## src/rtl/cseg_pkg.sv

```systemverilog
// Shared widths, queue entry type and constants for the circle/segment test.
// Used by cseg_front, cseg_queue, cseg_back and circle_segment_intersect.
package cseg_pkg;

   localparam int COORD_BITS = 16;
   localparam int DIFF_W     = COORD_BITS + 1;
   localparam int PROD_W     = 2 * DIFF_W;
   localparam int MAG_W      = 2 * COORD_BITS + 1;
   localparam int LIN_W      = PROD_W + 2;
   localparam int SPLIT_LO   = (MAG_W + 1) / 2;
   localparam int SPLIT_HI   = MAG_W - SPLIT_LO;
   localparam int WIDE_W     = 2 * MAG_W;
   localparam int QDEPTH     = 4;
   localparam int QPTR_W     = $clog2(QDEPTH);
   localparam int REQ_BITS   = 7 * COORD_BITS;
   localparam int REQ_W      = ((REQ_BITS + 7) / 8) * 8;
   localparam int RSP_W      = 8;

   typedef struct packed {
      logic [MAG_W-1:0] h_mag;
      logic [MAG_W-1:0] c_mag;
      logic [MAG_W-1:0] a_len;
      logic             c_pos;
      logic             pre_hit;
   } cls_type;

endpackage

```

## src/rtl/cseg_back.sv

```systemverilog
// Back pipeline: split products for h^2 and a*|c|, discriminant sign, result register.
// Depends on cseg_pkg; drains cseg_queue.
module cseg_back import cseg_pkg::*; (
   input  logic    clock,
   input  logic    reset,
   input  logic    q_empty,
   output logic    q_pop,
   input  cls_type q_entry,
   output logic    out_valid,
   input  logic    out_ready,
   output logic    out_hit
);

   logic advance;
   logic b1_v_ff, b1_v_in, out_v_ff, out_v_in;
   logic hit_ff, hit_in;

   logic [SPLIT_LO-1:0] hm_lo, a_lo, cm_lo;
   logic [SPLIT_HI-1:0] hm_hi, a_hi, cm_hi;

   logic [2*SPLIT_LO-1:0]        hh_ll_ff, hh_ll_in, ac_ll_ff, ac_ll_in;
   logic [SPLIT_LO+SPLIT_HI-1:0] hh_lh_ff, hh_lh_in, ac_lh_ff, ac_lh_in, ac_hl_ff, ac_hl_in;
   logic [2*SPLIT_HI-1:0]        hh_hh_ff, hh_hh_in, ac_hh_ff, ac_hh_in;
   logic                         c_pos_ff, pre_ff;

   logic [WIDE_W-1:0] h_sq, a_c;

   assign advance   = !out_v_ff || out_ready;
   assign q_pop     = advance && !q_empty;
   assign b1_v_in   = !q_empty;
   assign out_v_in  = b1_v_ff;
   assign out_valid = out_v_ff;
   assign out_hit   = hit_ff;

   // partial products
   assign hm_lo = q_entry.h_mag[SPLIT_LO-1:0];
   assign hm_hi = q_entry.h_mag[MAG_W-1:SPLIT_LO];
   assign a_lo  = q_entry.a_len[SPLIT_LO-1:0];
   assign a_hi  = q_entry.a_len[MAG_W-1:SPLIT_LO];
   assign cm_lo = q_entry.c_mag[SPLIT_LO-1:0];
   assign cm_hi = q_entry.c_mag[MAG_W-1:SPLIT_LO];

   assign hh_ll_in = hm_lo * hm_lo;
   assign hh_lh_in = hm_lo * hm_hi;
   assign hh_hh_in = hm_hi * hm_hi;
   assign ac_ll_in = a_lo * cm_lo;
   assign ac_lh_in = a_lo * cm_hi;
   assign ac_hl_in = a_hi * cm_lo;
   assign ac_hh_in = a_hi * cm_hi;

   // recombine and clear the hit of items whose discriminant is negative
   assign h_sq = WIDE_W'(hh_ll_ff) + (WIDE_W'(hh_lh_ff) << (SPLIT_LO + 1))
               + (WIDE_W'(hh_hh_ff) << (2 * SPLIT_LO));
   assign a_c  = WIDE_W'(ac_ll_ff) + ((WIDE_W'(ac_lh_ff) + WIDE_W'(ac_hl_ff)) << SPLIT_LO)
               + (WIDE_W'(ac_hh_ff) << (2 * SPLIT_LO));
   assign hit_in = pre_ff && !(c_pos_ff && (h_sq < a_c));

   always_ff @(posedge clock) begin
      if (reset) begin
         b1_v_ff  <= 1'b0;
         out_v_ff <= 1'b0;
      end else if (advance) begin
         b1_v_ff  <= b1_v_in;
         out_v_ff <= out_v_in;
      end
   end

   always_ff @(posedge clock) begin
      if (advance) begin
         hh_ll_ff <= hh_ll_in;
         hh_lh_ff <= hh_lh_in;
         hh_hh_ff <= hh_hh_in;
         ac_ll_ff <= ac_ll_in;
         ac_lh_ff <= ac_lh_in;
         ac_hl_ff <= ac_hl_in;
         ac_hh_ff <= ac_hh_in;
         c_pos_ff <= q_entry.c_pos;
         pre_ff   <= q_entry.pre_hit;
         hit_ff   <= hit_in;
      end
   end

`ifndef SYNTHESIS
   a_hit_needs_pre: assert property (@(posedge clock) disable iff (reset)
      (advance && b1_v_ff && !pre_ff) |=> !hit_ff)
      else $error("hit without passing range tests");
   a_stage_refill: assert property (@(posedge clock) disable iff (reset)
      (advance && b1_v_ff) |=> out_v_ff)
      else $error("result lost between back stages");
   a_pop_on_advance: assert property (@(posedge clock) disable iff (reset)
      q_pop |-> (advance && !q_empty))
      else $error("queue popped while back stage stalled");
`endif

endmodule

```

## config.mk

```make
export PLATFORM = sky130hd
export DESIGN_NAME = cseg_back
export DESIGN_NICKNAME = d
export VERILOG_FILES = /design/src/rtl/cseg_pkg.sv /design/src/rtl/cseg_back.sv
export SDC_FILE = /design/constraint.sdc
export NUM_CORES = 2
export LEC_CHECK = 0
export ABC_AREA = 1
export BUFFER_PORTS_ARGS = -buffer_cell sky130_fd_sc_hd__buf_2
export CELL_PAD_IN_SITES_DETAIL_PLACEMENT = 0
export CELL_PAD_IN_SITES_GLOBAL_PLACEMENT = 1
export CORE_ASPECT_RATIO = 0.5
export CORE_MARGIN = 3
export CORE_UTILIZATION = 50
export CTS_CLUSTER_DIAMETER = 120
export DETAILED_ROUTE_END_ITERATION = 8
export PLACE_DENSITY_LB_ADDON = 0.1
export REMOVE_ABC_BUFFERS = 1
export SETUP_SLACK_MARGIN = 0.3
export SLEW_MARGIN = 25
export SYNTH_ARGS = -nofsm -noshare
export SYNTH_HDL_FRONTEND = slang
export SYNTH_SLANG_ARGS = --single-unit
```

## constraint.sdc

```tcl
create_clock -name clock -period 9.4 [get_ports clock]
set_clock_uncertainty 0.05 [all_clocks]
set_input_delay 1.88 -clock clock [delete_from_list [all_inputs] [get_ports clock]]
set_output_delay 1.88 -clock clock [all_outputs]
set_load 0.05 [all_outputs]
```

==> impl_metrics.json <==
{
  "cp-startpoint": "q_entry[81]",
  "synth.avg_cell_area_um2": 7.582,
  "arrival_ns": 7.63,
  "yosysMostFrequentCell": "nand2_1",
  "synth.yosys.seq_area_share": 0.08805,
  "post-place-cells": 12357,
  "drt-wirelength-per-cell_um": 18.93,
  "die_x_um": 570.2,
  "cts_buffers": 31,
  "hpwl_mm": 191.4,
  "fmax_mhz": 136.3,
  "dr_total_vias": 64550,
  "status": "complete, no violations",
  "yosysTopAreaCell": "fa_1",
  "ys_async_sr_fraction": 0,
  "num_rows": 102,
  "synth_area_leaders": "fa_1 (35%), ha_1 (14%), nand2_1 (13%), inv_1 (13%), edfxtp_1 (8.8%)",
  "cts_max_path_buffers": 3,
  "cp_cell_sequence": "buf_2 -> nand2_1 -> fa_1 -> inv_1 -> fa_1 -> inv_1 -> fa_1 -> inv_1 -> fa_1 -> inv_1 -> fa_1 -> inv_1 -> fa_1 -> ha_1 -> a21oi_1 -> a21boi_0 -> o21ai_0 -> a21oi_1 -> nand2_1 -> xor2_1",
  "slew_violations": 0,
  "area_growth_pct": 4.154,
  "core_region_area_mm2": 0.1565,
  "grt_max_degree": 92,
  "hold_buffers": 0,
  "worstMarginPinSlew_ns": 1.004,
  "drt-vias-per-instance": 5.199,
  "crit_type": "input pin to flop",
  "tns_ns": 0,
  "drt_iter0_markers": 4507,
  "seqCellArea_mm2": 0.007007,
  "rsz0062_at_grt": "no",
  "grt_pass1_wl_mm": 380.3,
  "start_util": 0.5086,
  "cts_tree": "built",
  "crit_buf_inv": 6,
  "synth.top_cells.by_count": "nand2_1 (2861), inv_1 (2768), fa_1 (1401)",
  "synth_edf_count": 232,
  "yosysTopAreaCellShare": 0.3524,
  "slew_headroom": 0.3310,
  "hold_ws_ns": 0.4223,
  "dieArea_mm2": 0.1643,
  "endpoint_kind": "flop",
  "final_cell_count_no_fill": 12417,
  "io_pins": 108,
  "clk_pin_slew_ns": 0.05,
  "final_layout_size_suffix_gt1_frac": 0.02632,
  "fin_crit_ns": 7.335,
  "grt_overflow_total": 0,
  "clk_latency_ns": 0.67,
  "cap_violations": 0,
  "nets": 12714,
  "setup_violations": 0,
  "path_max_fanout": 33,
  "cts_root_buf": "clkbuf_16",
  "synthFlopType": "edfxtp_1",
  "drtAntennaViolNets": 0,
  "yosysWarnings": 0,
  "hp-class": "flop to flop",
  "final.fill_count": 15546,
  "multi_input_area_mm2": 0.06071,
  "synth_seq_cells": 234,
  "gp_congestion": 0.9815,
  "critPathTopFamily": "adder cells",
  "crit_top_cell": "fa_1",
  "startpoint_type": "input pin",
  "cts.sinks": 234,
  "max_stage_delay_ns": 0.69,
  "dieHeight_um": 288.1,
  "synth.distinct_cells": 44,
  "first_pass_iters": 8,
  "hold_viol_final": 0,
  "io_buffers": 107,
  "crit_slowest_cell": "buf_2",
  "cts_resized": 0,
  "cts_setup_buffers": 0,
  "worstHoldStart": "b1_v_ff$_SDFFE_PP0N_",
  "synthCells": 10495,
  "htreeDepth": 1,
  "fin_crit_sh": 0.7804,
  "drc": 0,
  "critical_path.reg2reg.startpoint": "ac_hl_ff[28]$_DFFE_PN_",
  "synth_area_mm2": 0.07958,
  "grt_use_total": 0.2962,
  "cp.required_ns": 9.70,
  "grt_pass1_vias": 67005,
  "final_util": 0.5297,
  "antenna_found_initial": 10,
  "totalWireLength_mm": 235.0
}
-- stage by stage --
stage               cell area, um2  setup WS [ns]
floorplan                    78120          2.337
global placement             81760          1.436
detailed placement           81760          1.492
CTS                          82870          2.137
global route                 82880          1.792
finish                       82880          2.065
-- final cells by class --
cell class,instances,area share
multi-input combinational,7100,0.7324
clock inverter,22,0.003940
sequential,234,0.08454
inverter,2772,0.1256
clock buffer,34,0.009495
tap,2080,0.03140
timing repair buffer,171,0.01245
antenna,4,0.0001208
-- placed cells by master (no fill, tap or decap), drive strengths merged, types with 186 or more instances in the layout --
master and count:
nand2 2873, inv 2773, edfxtp 232, a21oi 382
xor2 186, fa 1401, ha 898, nand3 260
o21ai 219, nor2 493
-- tightest hold or removal path, delay by kind of cell (launching register included) --
| kind | cells | cell delay (ns) |
|---|---|---|
| simple gates | 1 | 0.06 |
| compound gates | 1 | 0.06 |
| flops | 1 | 0.31 |
-- registers in the layout (all words and copies together), names as in the netlist --
| signal | count |
|---|---|
| pre_ff | 1 |
| hh_hh_ff | 31 |
| ac_ll_ff | 34 |
| c_pos_ff | 1 |
| ac_hh_ff | 32 |
| out_hit | 1 |
| out_valid | 1 |
| ac_hl_ff | 33 |
| hh_ll_ff | 33 |
| hh_lh_ff | 33 |
| b1_v_ff | 1 |
| ac_lh_ff | 33 |
-- routing by layer --
metal | global-route usage | routed length [um] | up-vias
li1 | - | - | 30577
met1 | 0.4406 | 111900 | 31777
met2 | 0.4699 | 103000 | 1912
met3 | 0.03451 | 15730 | 276
met4 | 0.05100 | 4352 | 8
met5 | 0 | 52 | -
-- path summary, 6_finish.rpt --
path,depth (start not counted),endpoint,slack (ns)
setup reg to reg,28,out_hit$_DFFE_PN_,3.59
hold reg to reg,2,b1_v_ff$_SDFFE_PP0N_,0.42
setup / recovery,20,hh_lh_ff[23]$_DFFE_PN_,2.06
hold / removal,2,b1_v_ff$_SDFFE_PP0N_,0.42
-- cell families after synthesis --
family	count (synthesis)	synth area share
xor gates and xnor gates	262	0.02884
AOI/OAI and AO/OA	718	0.04913
adders and majority gates	2299	0.4936
and+or+nand+nor	3821	0.1912
DFF	234	0.08805
buffers and inverters	3161	0.1491
Power is left out: the tool's default activity adds up to more than one toggle a clock period on the data nets, which glitch-free logic cannot reach.
