## config.mk

```make
export PLATFORM = sky130hd
export DESIGN_NAME = cseg_queue
export DESIGN_NICKNAME = d
export VERILOG_FILES = /design/src/rtl/cseg_pkg.sv /design/src/rtl/cseg_queue.sv
export SDC_FILE = /design/constraint.sdc
export NUM_CORES = 1
export LEC_CHECK = 0
export ABC_AREA = 0
export BUFFER_PORTS_ARGS = -buffer_cell sky130_fd_sc_hd__buf_2
export CAP_MARGIN = 10
export CORE_MARGIN = 2
export CORE_UTILIZATION = 53
export CTS_BUF_LIST = sky130_fd_sc_hd__clkbuf_8
export DETAILED_ROUTE_END_ITERATION = 8
export PLACE_DENSITY_LB_ADDON = 0.08
export SYNTH_ARGS = -nofsm -noshare
export SYNTH_HDL_FRONTEND = slang
export SYNTH_SLANG_ARGS = --single-unit
```

## constraint.sdc

```tcl
create_clock -name clock -period 3.7 [get_ports clock]
set_clock_uncertainty 0.05 [all_clocks]
set_input_delay 0.185 -clock clock [delete_from_list [all_inputs] [get_ports clock]]
set_output_delay 0.185 -clock clock [all_outputs]
set_load 0.05 [all_outputs]
```

## src/rtl/cseg_pkg.sv

```systemverilog
// Shared widths, queue entry type and constants for the circle/segment test.
// Used by cseg_front, cseg_queue, cseg_back and circle_segment_intersect.
package cseg_pkg;

   localparam int COORD_BITS = 16;
   localparam int DIFF_W     = COORD_BITS + 1;
   localparam int PROD_W     = 2 * DIFF_W;
   localparam int MAG_W      = 2 * COORD_BITS + 1;
   localparam int LIN_W      = PROD_W + 2;
   localparam int SPLIT_LO   = (MAG_W + 1) / 2;
   localparam int SPLIT_HI   = MAG_W - SPLIT_LO;
   localparam int WIDE_W     = 2 * MAG_W;
   localparam int QDEPTH     = 4;
   localparam int QPTR_W     = $clog2(QDEPTH);
   localparam int REQ_BITS   = 7 * COORD_BITS;
   localparam int REQ_W      = ((REQ_BITS + 7) / 8) * 8;
   localparam int RSP_W      = 8;

   typedef struct packed {
      logic [MAG_W-1:0] h_mag;
      logic [MAG_W-1:0] c_mag;
      logic [MAG_W-1:0] a_len;
      logic             c_pos;
      logic             pre_hit;
   } cls_type;

endpackage

```

## src/rtl/cseg_queue.sv

```systemverilog
// Small register queue of classified items between front and back.
// Depends on cseg_pkg for cls_type and depth.
module cseg_queue import cseg_pkg::*; (
   input  logic    clock,
   input  logic    reset,
   input  logic    push,
   input  cls_type push_data,
   output logic    full,
   input  logic    pop,
   output cls_type pop_data,
   output logic    empty
);

   cls_type           mem_ff [QDEPTH];
   logic [QPTR_W-1:0] wr_ptr_ff, wr_ptr_in, rd_ptr_ff, rd_ptr_in;
   logic [QPTR_W:0]   cnt_ff, cnt_in;

   assign full     = (cnt_ff == (QPTR_W+1)'(QDEPTH));
   assign empty    = (cnt_ff == '0);
   assign pop_data = mem_ff[rd_ptr_ff];

   always_comb begin
      wr_ptr_in = push ? wr_ptr_ff + 1'b1 : wr_ptr_ff;
      rd_ptr_in = pop ? rd_ptr_ff + 1'b1 : rd_ptr_ff;
      case ({push, pop})
         2'b10:   cnt_in = cnt_ff + 1'b1;
         2'b01:   cnt_in = cnt_ff - 1'b1;
         default: cnt_in = cnt_ff;
      endcase
   end

   always_ff @(posedge clock) begin
      if (reset) begin
         wr_ptr_ff <= '0;
         rd_ptr_ff <= '0;
         cnt_ff    <= '0;
      end else begin
         wr_ptr_ff <= wr_ptr_in;
         rd_ptr_ff <= rd_ptr_in;
         cnt_ff    <= cnt_in;
      end
   end

   always_ff @(posedge clock) begin
      if (push) begin
         mem_ff[wr_ptr_ff] <= push_data;
      end
   end

`ifndef SYNTHESIS
   a_no_overflow: assert property (@(posedge clock) disable iff (reset) !(push && full))
      else $error("queue push while full");
   a_no_underflow: assert property (@(posedge clock) disable iff (reset) !(pop && empty))
      else $error("queue pop while empty");
   a_count_bound: assert property (@(posedge clock) disable iff (reset)
      cnt_ff <= (QPTR_W+1)'(QDEPTH))
      else $error("queue count beyond depth");
   a_count_step: assert property (@(posedge clock) disable iff (reset)
      (push && !pop) |=> (cnt_ff == $past(cnt_ff) + 1'b1))
      else $error("queue count did not advance on push");
`endif

endmodule

```

==> results.json, run 1 <==
{
  "r2r_setup_slack_ns": 1.60,
  "synth_fp_nets": 685,
  "antenna_found_initial": 1,
  "top_layer": "met4",
  "yosys_warnings": 0,
  "worstSkewPairLatency_ns": 0.55,
  "synth_common_cells": "edfxtp_1 (404), mux4_2 (101), buf_2 (10), buf_6 (10), dfxtp_1 (9)",
  "synth_top_area_share_pct": 80.82,
  "tns_ns": 0,
  "rsz0062_at_grt": "false",
  "clock_sinks": 413,
  "gpl.final_weighted_congestion": 0.7158,
  "drtAntennaViolNets": 0,
  "placed_area_mm2": 0.01653,
  "drt_iter0_markers": 464,
  "internal-power_mw": 7.705,
  "syn_area_per_cell_um2": 26.15,
  "met2_wirelength_mm": 14.52,
  "place_ws_ns": 1.410,
  "cts_buffer_depth": 3,
  "grt_pass1_wl_mm": 42.71,
  "critPathLaunchType": "flop",
  "vdd_drop_max_uv": 384.8,
  "rows": 61,
  "cts_buffers": 67,
  "ys.flop_type": "edfxtp_1",
  "synth-seq-cells": 413,
  "synth_cells": 574,
  "setup_ws_ns": 0.9174,
  "clockPowerShare_pct": 33.2,
  "layout.cells.non_filler": 1372,
  "final_max_slew_viol_count": 0,
  "io_pins": 208,
  "io_buffers": 207,
  "period_needed_ns": 2.783,
  "root_buffer": "clkbuf_8",
  "grt_max_degree": 58,
  "ctsHoldBuffers": 104,
  "fin_area_mm2": 0.01877,
  "htree_levels": 3,
  "setup_violations": 0,
  "drc": 0,
  "netlist_top_cells_area": "edfxtp_1 (81%), mux4_2 (15%), dfxtp_1 (1.2%)",
  "finalWirelength_mm": 28.24,
  "worstPathMaxFanout": 32,
  "dp_hpwl_mm": 16.20,
  "synth_top_cell_by_area": "edfxtp_1",
  "p_seq_share_pct": 52.0,
  "die_h_um": 172.3,
  "dp_cells": 1146,
  "seq_area_frac_synth_pct": 82.02,
  "maxCapViolCount": 0,
  "syn_area_mm2": 0.01501,
  "synth_most_common_cell": "edfxtp_1",
  "worst_slew_pin_slew_ns": 0.8383,
  "critPathKind": "reg -> out",
  "grt_pass1_vias": 7918,
  "leakagePower_nw": 6.498,
  "critPathArrivalTime_ns": 2.55,
  "max_freq_mhz": 359.4,
  "end_kind": "primary output",
  "hold_slack_ns": 0.3283,
  "dieArea_mm2": 0.02968,
  "hold_violations": 0,
  "initial_core_util_pct": 53.88,
  "switching_share_pct": 26.71,
  "cts_setup_buffers": 0,
  "synthArstFlopShare_pct": 0,
  "coreArea_mm2": 0.02786,
  "hold_depth": 2,
  "fillers": 1857,
  "first_pass_iters": 4,
  "p_per_area_mw_per_mm2": 560.1,
  "wl_met1_mm": 11.36,
  "vias": 7235,
  "ys_types": 20,
  "min_path_type": "in -> reg",
  "cts_tree": "built",
  "area_growth_pct": 25.04,
  "synth_edf_count": 404,
  "status": "finished, final reports clean",
  "power_frac_comb_pct": 14.8,
  "routedWlPerCell_um": 20.58,
  "nets": 1052,
  "net-switching-power_mw": 2.808,
  "grt_usage_pct": 19.39,
  "wl_met3_mm": 1.820,
  "vias_per_cell": 5.273,
  "post-route-period-util_pct": 75.21,
  "timing.slew.headroom_pct": 44.12,
  "clkTransAtPathRegs_ns": 0.06,
  "overflow": 0,
  "die_w_um": 172.3,
  "drive_gt1_share_pct": 40.68,
  "cts_resized": 0,
  "reg2reg_depth": 3,
  "required_ns": 3.46
}
## logic make-up after synthesis
logic type | synth area share, %
AO/OA/AOI/OAI | 0.1000
XOR/XNOR | 0.2918
adder cells (fa/ha/maj) | 0.5501
buffers and inverters | 1.309
flip-flops | 82.02
multiplexers | 15.22
AND/OR/NAND/NOR | 0.5084
## flip-flops by register name (all words and copies together), names as in the netlist, named ones only
register   count
wr_ptr_ff      2
cnt_ff         3
mem_ff       404
rd_ptr_ff      2
## area by class of cell
cell class	count	area [um2]	share of cell area (%)
flip-flops and latches	413	12320	65.64
multi-input cells	132	2512	13.39
repair buffers	321	2240	11.93
clock buffers	69	949.7	5.060
well taps	378	473.0	2.520
clock inverters	52	250.2	1.333
inverters	6	22.52	0.1200
diodes	1	2.502	0.01333
## metrics by stage
step           util, %  power (mW)
6_report         67.37       10.51
4_1_cts          67.37       10.64
3_3_place_gp     59.32       7.017
5_1_grt          67.37       10.94
2_1_floorplan        -       6.663
3_5_place_dp     59.32       7.054
## cell usage in the layout, fill, tap and decap left out, drive strengths merged
cell / netlist / final
nand2: 1 / 1
xnor2: 2 / 2
bufinv: 0 / 1
nor3: 1 / 1
nor2: 8 / 8
ha: 5 / 5
fa: 1 / 1
clkinvlp: 0 / 2
inv: 6 / 35
buf: 20 / 217
o21ai: 1 / 1
dlygate4sd3: 0 / 104
clkinv: 0 / 20
a21oi: 2 / 2
mux2i: 1 / 1
xor2: 3 / 3
and3: 1 / 1
clkbuf: 3 / 69
edfxtp: 404 / 404
diode: 0 / 1
dfxtp: 9 / 9
mux4: 101 / 101
and2: 4 / 4
or3: 1 / 1
## path summary, 6_finish.rpt
kind	from	end
worst min-delay path	push_data[34]	mem_ff[0][34]$_DFFE_PP_
worst max register to register	wr_ptr_ff[0]$_SDFFE_PP0P_	mem_ff[1][6]$_DFFE_PP_
worst min register to register	cnt_ff[2]$_SDFFE_PP0P_	cnt_ff[2]$_SDFFE_PP0P_
worst max-delay path	flop	pop_data[53]
## critical path, cell delays in order (launching register included)
cell and delay (ns):
dfxtp_4 0.79, buf_4 0.41, mux4_2 0.56, buf_2 0.23
## power by group through the flow
stage          Combinational, mW  Clock [mW]  Sequential [mW]
2_1_floorplan               1.14           0             5.52
3_3_place_gp                1.46           0             5.55
3_5_place_dp                1.48           0             5.57
4_1_cts                     1.58        3.59             5.47
5_1_grt                     1.64        3.81             5.49
6_report                    1.56        3.49             5.47
## layer usage
metal,vias to the layer above,GRT usage (%)
li1,3224,-
met1,3740,25.22
met2,226,32.34
met3,45,4.646
met4,0,7.052
met5,-,0
Power figures use the tool's default switching activity.
==> inputs of run 2 (changes only) <==
--- a/config.mk
+++ b/config.mk
@@ -5,11 +5,11 @@
 export SDC_FILE = /design/constraint.sdc
 export NUM_CORES = 1
 export LEC_CHECK = 0
-export ABC_AREA = 0
+export ABC_AREA = 1
 export BUFFER_PORTS_ARGS = -buffer_cell sky130_fd_sc_hd__buf_2
 export CAP_MARGIN = 10
 export CORE_MARGIN = 2
-export CORE_UTILIZATION = 53
+export CORE_UTILIZATION = 60
 export CTS_BUF_LIST = sky130_fd_sc_hd__clkbuf_8
 export DETAILED_ROUTE_END_ITERATION = 8
 export PLACE_DENSITY_LB_ADDON = 0.08
==> constraint.sdc (replaced) <==
create_clock -name clock -period 2.8 [get_ports clock]
set_clock_uncertainty 0.05 [all_clocks]
set_input_delay 0.14 -clock clock [delete_from_list [all_inputs] [get_ports clock]]
set_output_delay 0.14 -clock clock [all_outputs]
set_load 0.05 [all_outputs]
==> results.json, run 2 <==
{
  "htree_levels": 3,
  "end_kind": "primary output",
  "multi_input_area_mm2": 0.003306,
  "net-switching-power_mw": 3.871,
  "clock_sinks": 413,
  "period_needed_ns": 2.642,
  "switching_share_pct": 27.83,
  "yosys_warnings": 0,
  "worstPathMaxFanout": 100,
  "largest_reg_flops": 404,
  "initial_core_util_pct": 60.66,
  "min_path_type": "in -> reg",
  "syn_area_mm2": 0.01621,
  "hold_violations": 0,
  "final_max_slew_viol_count": 0,
  "path_cells": "buf_16 -> o21ai_0 -> o22ai_2 -> buf_2",
  "critPathTopFamily": "buffers and inverters",
  "grt_max_degree": 102,
  "root_buffer": "clkbuf_8",
  "vias": 9746,
  "rows": 60,
  "die_h_um": 168.4,
  "required_ns": 2.61,
  "placed_area_mm2": 0.01748,
  "status": "finished, final reports clean",
  "cts_setup_buffers": 0,
  "clockPowerShare_pct": 33.2,
  "area_growth_pct": 21.60,
  "first_pass_iters": 5,
  "synth_edf_count": 404,
  "vias_per_cell": 5.538,
  "vdd_drop_max_uv": 562.5,
  "ys.flop_type": "edfxtp_1",
  "reg.largest.list": "mem_ff: 404 flops, cnt_ff: 3 flops",
  "routedWlPerCell_um": 19.24,
  "grt_pass1_vias": 9850,
  "synth_cells": 1035,
  "syn_area_per_cell_um2": 15.66,
  "slowest_stage": "dfxtp_4",
  "regArea_mm2": 0.01232,
  "netlist_top_cells_area": "edfxtp_1 (75%), o22ai_2 (6.2%), o21ai_0 (3.9%)",
  "worstSkewPairLatency_ns": 0.55,
  "gpl.final_weighted_congestion": 0.7141,
  "dieArea_mm2": 0.02835,
  "p_per_area_mw_per_mm2": 705.5,
  "drt_iter0_markers": 786,
  "fillers": 1758,
  "internal-power_mw": 10.04,
  "hold_slack_ns": 0.2816,
  "io_pins": 208,
  "finalWirelength_mm": 33.86,
  "rsz0062_at_grt": "false",
  "drtAntennaViolNets": 0,
  "cts_tree": "built",
  "fin_area_mm2": 0.01971,
  "max_stage_delay_ns": 0.67,
  "critPathLaunchType": "flop",
  "maxCapViolCount": 0,
  "synth-seq-cells": 413,
  "synth_top_area_share_pct": 74.83,
  "regMostFlops": "mem_ff",
  "grt_usage_pct": 23.63,
  "final_cell_mix": "edfxtp_1 (404), buf_2 (207), o21ai_0 (126)",
  "final_common_cell": "edfxtp_1",
  "critPathKind": "reg -> out",
  "ys_types": 22,
  "post-route-period-util_pct": 94.35,
  "layout.cells.non_filler": 1760,
  "timing.slew.headroom_pct": 66.17,
  "synth_top_cell_by_area": "edfxtp_1",
  "synth_fp_nets": 1146,
  "seq_area_frac_synth_pct": 75.94,
  "drive_gt1_share_pct": 33.59,
  "synthArstFlopShare_pct": 0,
  "synth_most_common_cell": "edfxtp_1",
  "coreArea_mm2": 0.02673,
  "worst_slew_pin_slew_ns": 0.5074,
  "io_buffers": 207,
  "drc": 0,
  "cts_buffers": 67,
  "synth_common_cells": "edfxtp_1 (404), o21ai_0 (126), nor2_1 (125)",
  "worst-path-buf-inv": 2,
  "nets": 1482,
  "setup_violations": 0,
  "grt_pass1_wl_mm": 51.91,
  "p_seq_share_pct": 51.4,
  "dp_hpwl_mm": 18.09,
  "tns_ns": 0,
  "dp_cells": 1539,
  "finish.utilization_pct": 73.76,
  "overflow": 0,
  "power_frac_comb_pct": 15.3,
  "cts_buffer_depth": 3,
  "critPathArrivalTime_ns": 2.45,
  "clkTransAtPathRegs_ns": 0.06,
  "leakagePower_nw": 7.010,
  "max_freq_mhz": 378.5,
  "die_w_um": 168.4,
  "antenna_found_initial": 2
}
-- run 2: changes by cell type after synthesis, sizes merged, moves of 9 or more --
cell,delta
inv,+12
o21ai,+207
buf,+34
nor2,+197
mux4,-101
o22ai,+101
clkbuf,+9
-- run 2: final timing paths --
check	from	endpoint	slack, ns	cells after the start
setup / recovery	flop	pop_data[53]	0.16	4
hold / removal	push_data[81]	mem_ff[3][81]$_DFFE_PP_	0.28	2
setup reg to reg	wr_ptr_ff[0]$_SDFFE_PP0P_	mem_ff[2][81]$_DFFE_PP_	0.91	5
hold reg to reg	rd_ptr_ff[1]$_SDFFE_PP0P_	flop	0.42	1
-- run 2: layout make-up --
class / instances / share of cell area [%]
Antenna cell: 2 / 0.02539
Clock buffer: 69 / 4.817
Clock inverter: 46 / 1.142
Inverter: 18 / 0.4633
Multi-Input combinational cell: 538 / 16.77
Sequential cell: 413 / 62.49
Tap cell: 341 / 2.164
Timing Repair Buffer: 333 / 12.13
-- run 2: cell families after synthesis --
family / Yosys count / share of synthesized area [%]
buf+inv: 84 / 3.666
simple gates: 218 / 6.321
compound gates: 314 / 13.56
flops: 413 / 75.94
fa+ha+maj: 6 / 0.5094
-- run 2: stage by stage --
step | total power, mW | setup slack (ns)
after floorplan | 8.778 | 0.1859
after global placement | 9.264 | 0.7158
after detailed placement | 9.294 | 0.7010
after CTS | 14.02 | 0.09122
after global routing | 14.43 | 0.007147
final | 13.91 | 0.1583
-- run 2: routing by layer --
metal | global-route usage, % | wire length (um)
met1 | 31.93 | 14380
met2 | 38.43 | 16400
met3 | 6.276 | 2527
met4 | 6.747 | 550
met5 | 0 | 0
-- run 2: power groups by stage --
| stage | Sequential, mW | Combinational [mW] | Clock [mW] |
|---|---|---|---|
| 5_1_grt | 7.17 | 2.26 | 5.00 |
| 3_3_place_gp | 7.27 | 1.99 | 0 |
| 4_1_cts | 7.15 | 2.14 | 4.73 |
| 6_report | 7.15 | 2.13 | 4.62 |
| 2_1_floorplan | 7.27 | 1.51 | 0 |
| 3_5_place_dp | 7.28 | 2.01 | 0 |
-- run 2: timing repair --
item / in CTS / in global routing
hold buffers: 104 / 0
resized for setup: 0 / 3
endpoints found under the setup margin: 0 / 5
hold endpoints to repair: 413 / 0
==> inputs of run 3 (changes only) <==
==> constraint.sdc (replaced) <==
create_clock -name clock -period 3.16 [get_ports clock]
set_clock_uncertainty 0.05 [all_clocks]
set_input_delay 0.158 -clock clock [delete_from_list [all_inputs] [get_ports clock]]
set_output_delay 0.158 -clock clock [all_outputs]
set_load 0.05 [all_outputs]
==> results.json, run 3 (synthesis gave the netlist of run 2 again) <==
{
  "status": "finished, final reports clean",
  "finalWirelength_mm": 32.80,
  "dieArea_mm2": 0.02835,
  "p_per_area_mw_per_mm2": 613.7,
  "vias_per_cell": 5.556,
  "nets": 1474,
  "leakagePower_nw": 6.973,
  "finish.utilization_pct": 73.28,
  "rr_endpoint": "mem_ff[3][40]$_DFFE_PP_",
  "grt_pass1_vias": 9713,
  "drtAntennaViolNets": 0,
  "area_growth_pct": 20.81,
  "drt_iter0_markers": 756,
  "first_pass_iters": 5,
  "final_cell_mix": "edfxtp_1 (404), buf_2 (207), o21ai_0 (126)",
  "final_max_slew_viol_count": 0,
  "hold_slack_ns": 0.2690,
  "r2r_start": "wr_ptr_ff[0]$_SDFFE_PP0P_",
  "hold_violations": 0,
  "root_buffer": "clkbuf_8",
  "largest_reg_flops": 404,
  "die_h_um": 168.4,
  "end_kind": "primary output",
  "max_freq_mhz": 348.8,
  "cts_tree": "built",
  "r2r_setup_slack_ns": 1.30,
  "hold_depth": 2,
  "critPathLaunchType": "flop",
  "setup_violations": 0,
  "rows": 60,
  "ctsHoldBuffers": 105,
  "min_path_type": "in -> reg",
  "reg.largest.list": "mem_ff: 404 flops, cnt_ff: 3 flops",
  "rsz0062_at_grt": "false",
  "clock_sinks": 413,
  "period_needed_ns": 2.867,
  "fillers": 1763,
  "coreArea_mm2": 0.02673,
  "final_common_cell": "edfxtp_1",
  "htree_levels": 2,
  "hold_end": "mem_ff[3][4]$_DFFE_PP_",
  "io_buffers": 207,
  "regMostFlops": "mem_ff",
  "maxCapViolCount": 0,
  "post-route-period-util_pct": 90.73,
  "antenna_found_initial": 0,
  "die_w_um": 168.4,
  "cts_setup_buffers": 0,
  "placed_area_mm2": 0.01743,
  "initial_core_util_pct": 60.66,
  "gpl.final_weighted_congestion": 0.7420,
  "cts_buffers": 61,
  "dp_hpwl_mm": 17.42,
  "critPathKind": "reg -> out",
  "grt_usage_pct": 22.97,
  "grt_max_degree": 115,
  "cts_buffer_depth": 3,
  "worstSkewPairLatency_ns": 0.57,
  "drive_gt1_share_pct": 33.03,
  "grt_pass1_wl_mm": 50.74,
  "timing.slew.headroom_pct": 25.85,
  "drc": 0,
  "clkTransAtPathRegs_ns": 0.07,
  "critPathArrivalTime_ns": 2.66,
  "reg2reg_depth": 4,
  "worst_slew_pin_slew_ns": 1.112,
  "cts_resized": 0,
  "hp-start": "push_data[4]",
  "power_mw": 12.02,
  "fin_area_mm2": 0.01959,
  "vias": 9739,
  "tns_ns": 0,
  "routedWlPerCell_um": 18.71,
  "required_ns": 2.95,
  "overflow": 0,
  "vdd_drop_max_uv": 430.6,
  "worstPathMaxFanout": 101,
  "io_pins": 208
}
## run 3: worst max-delay path by stage
stage | to | slack, ns
after floorplan | mem_ff[2][0]$_DFFE_PP_ | 0.12
after detailed placement | pop_data[10] | 0.89
after CTS | pop_data[10] | 0.27
after global routing | pop_data[3] | 0.09
final | pop_data[10] | 0.29
after global placement | pop_data[36] | 0.93
## run 3: through the flow
step	std cells	setup WS (ns)
3_3_place_gp	1536	0.9341
6_report	1753	0.2930
5_1_grt	1752	0.08819
4_1_cts	1752	0.2668
3_5_place_dp	1536	0.8947
2_1_floorplan	1035	0.1170
## run 3: metal layers
metal  routed length (um)  up-vias  GRT usage, %  share of wire [%]
li1                     -     4585             -                  -
met1                13130     4789         28.96                 40
met3                 2328       62         5.313                7.1
met2                16690      303         40.04                 51
met5                    0        -             0                  0
met4                  657        0         6.859                2.0
## run 3: final cells by class
class | count | area (um2) | share of cell area (%)
Antenna cell | 1 | 2.502 | 0.01278
Multi-Input combinational cell | 538 | 3306 | 16.88
Sequential cell | 413 | 12320 | 62.90
Inverter | 18 | 83.83 | 0.4280
Timing Repair Buffer | 331 | 2342 | 11.96
Tap cell | 341 | 426.7 | 2.178
Clock inverter | 43 | 168.9 | 0.8625
Clock buffer | 68 | 935.9 | 4.779
## run 3: where the power goes
part           total [mW]  switching (mW)  leakage (nW)  internal [mW]
registers            6.33          0.0630          3.79           6.26
clock network        3.82            1.87         0.633           1.95
logic                1.88            1.36          2.55          0.515
total                12.0            3.29          6.97           8.73
## run 3: critical path, cell delays in order, from the launching register on
cell and delay [ns]:
dfxtp_4 0.35, buf_4 0.84, o21ai_0 0.28, o22ai_2 0.27, buf_2 0.30
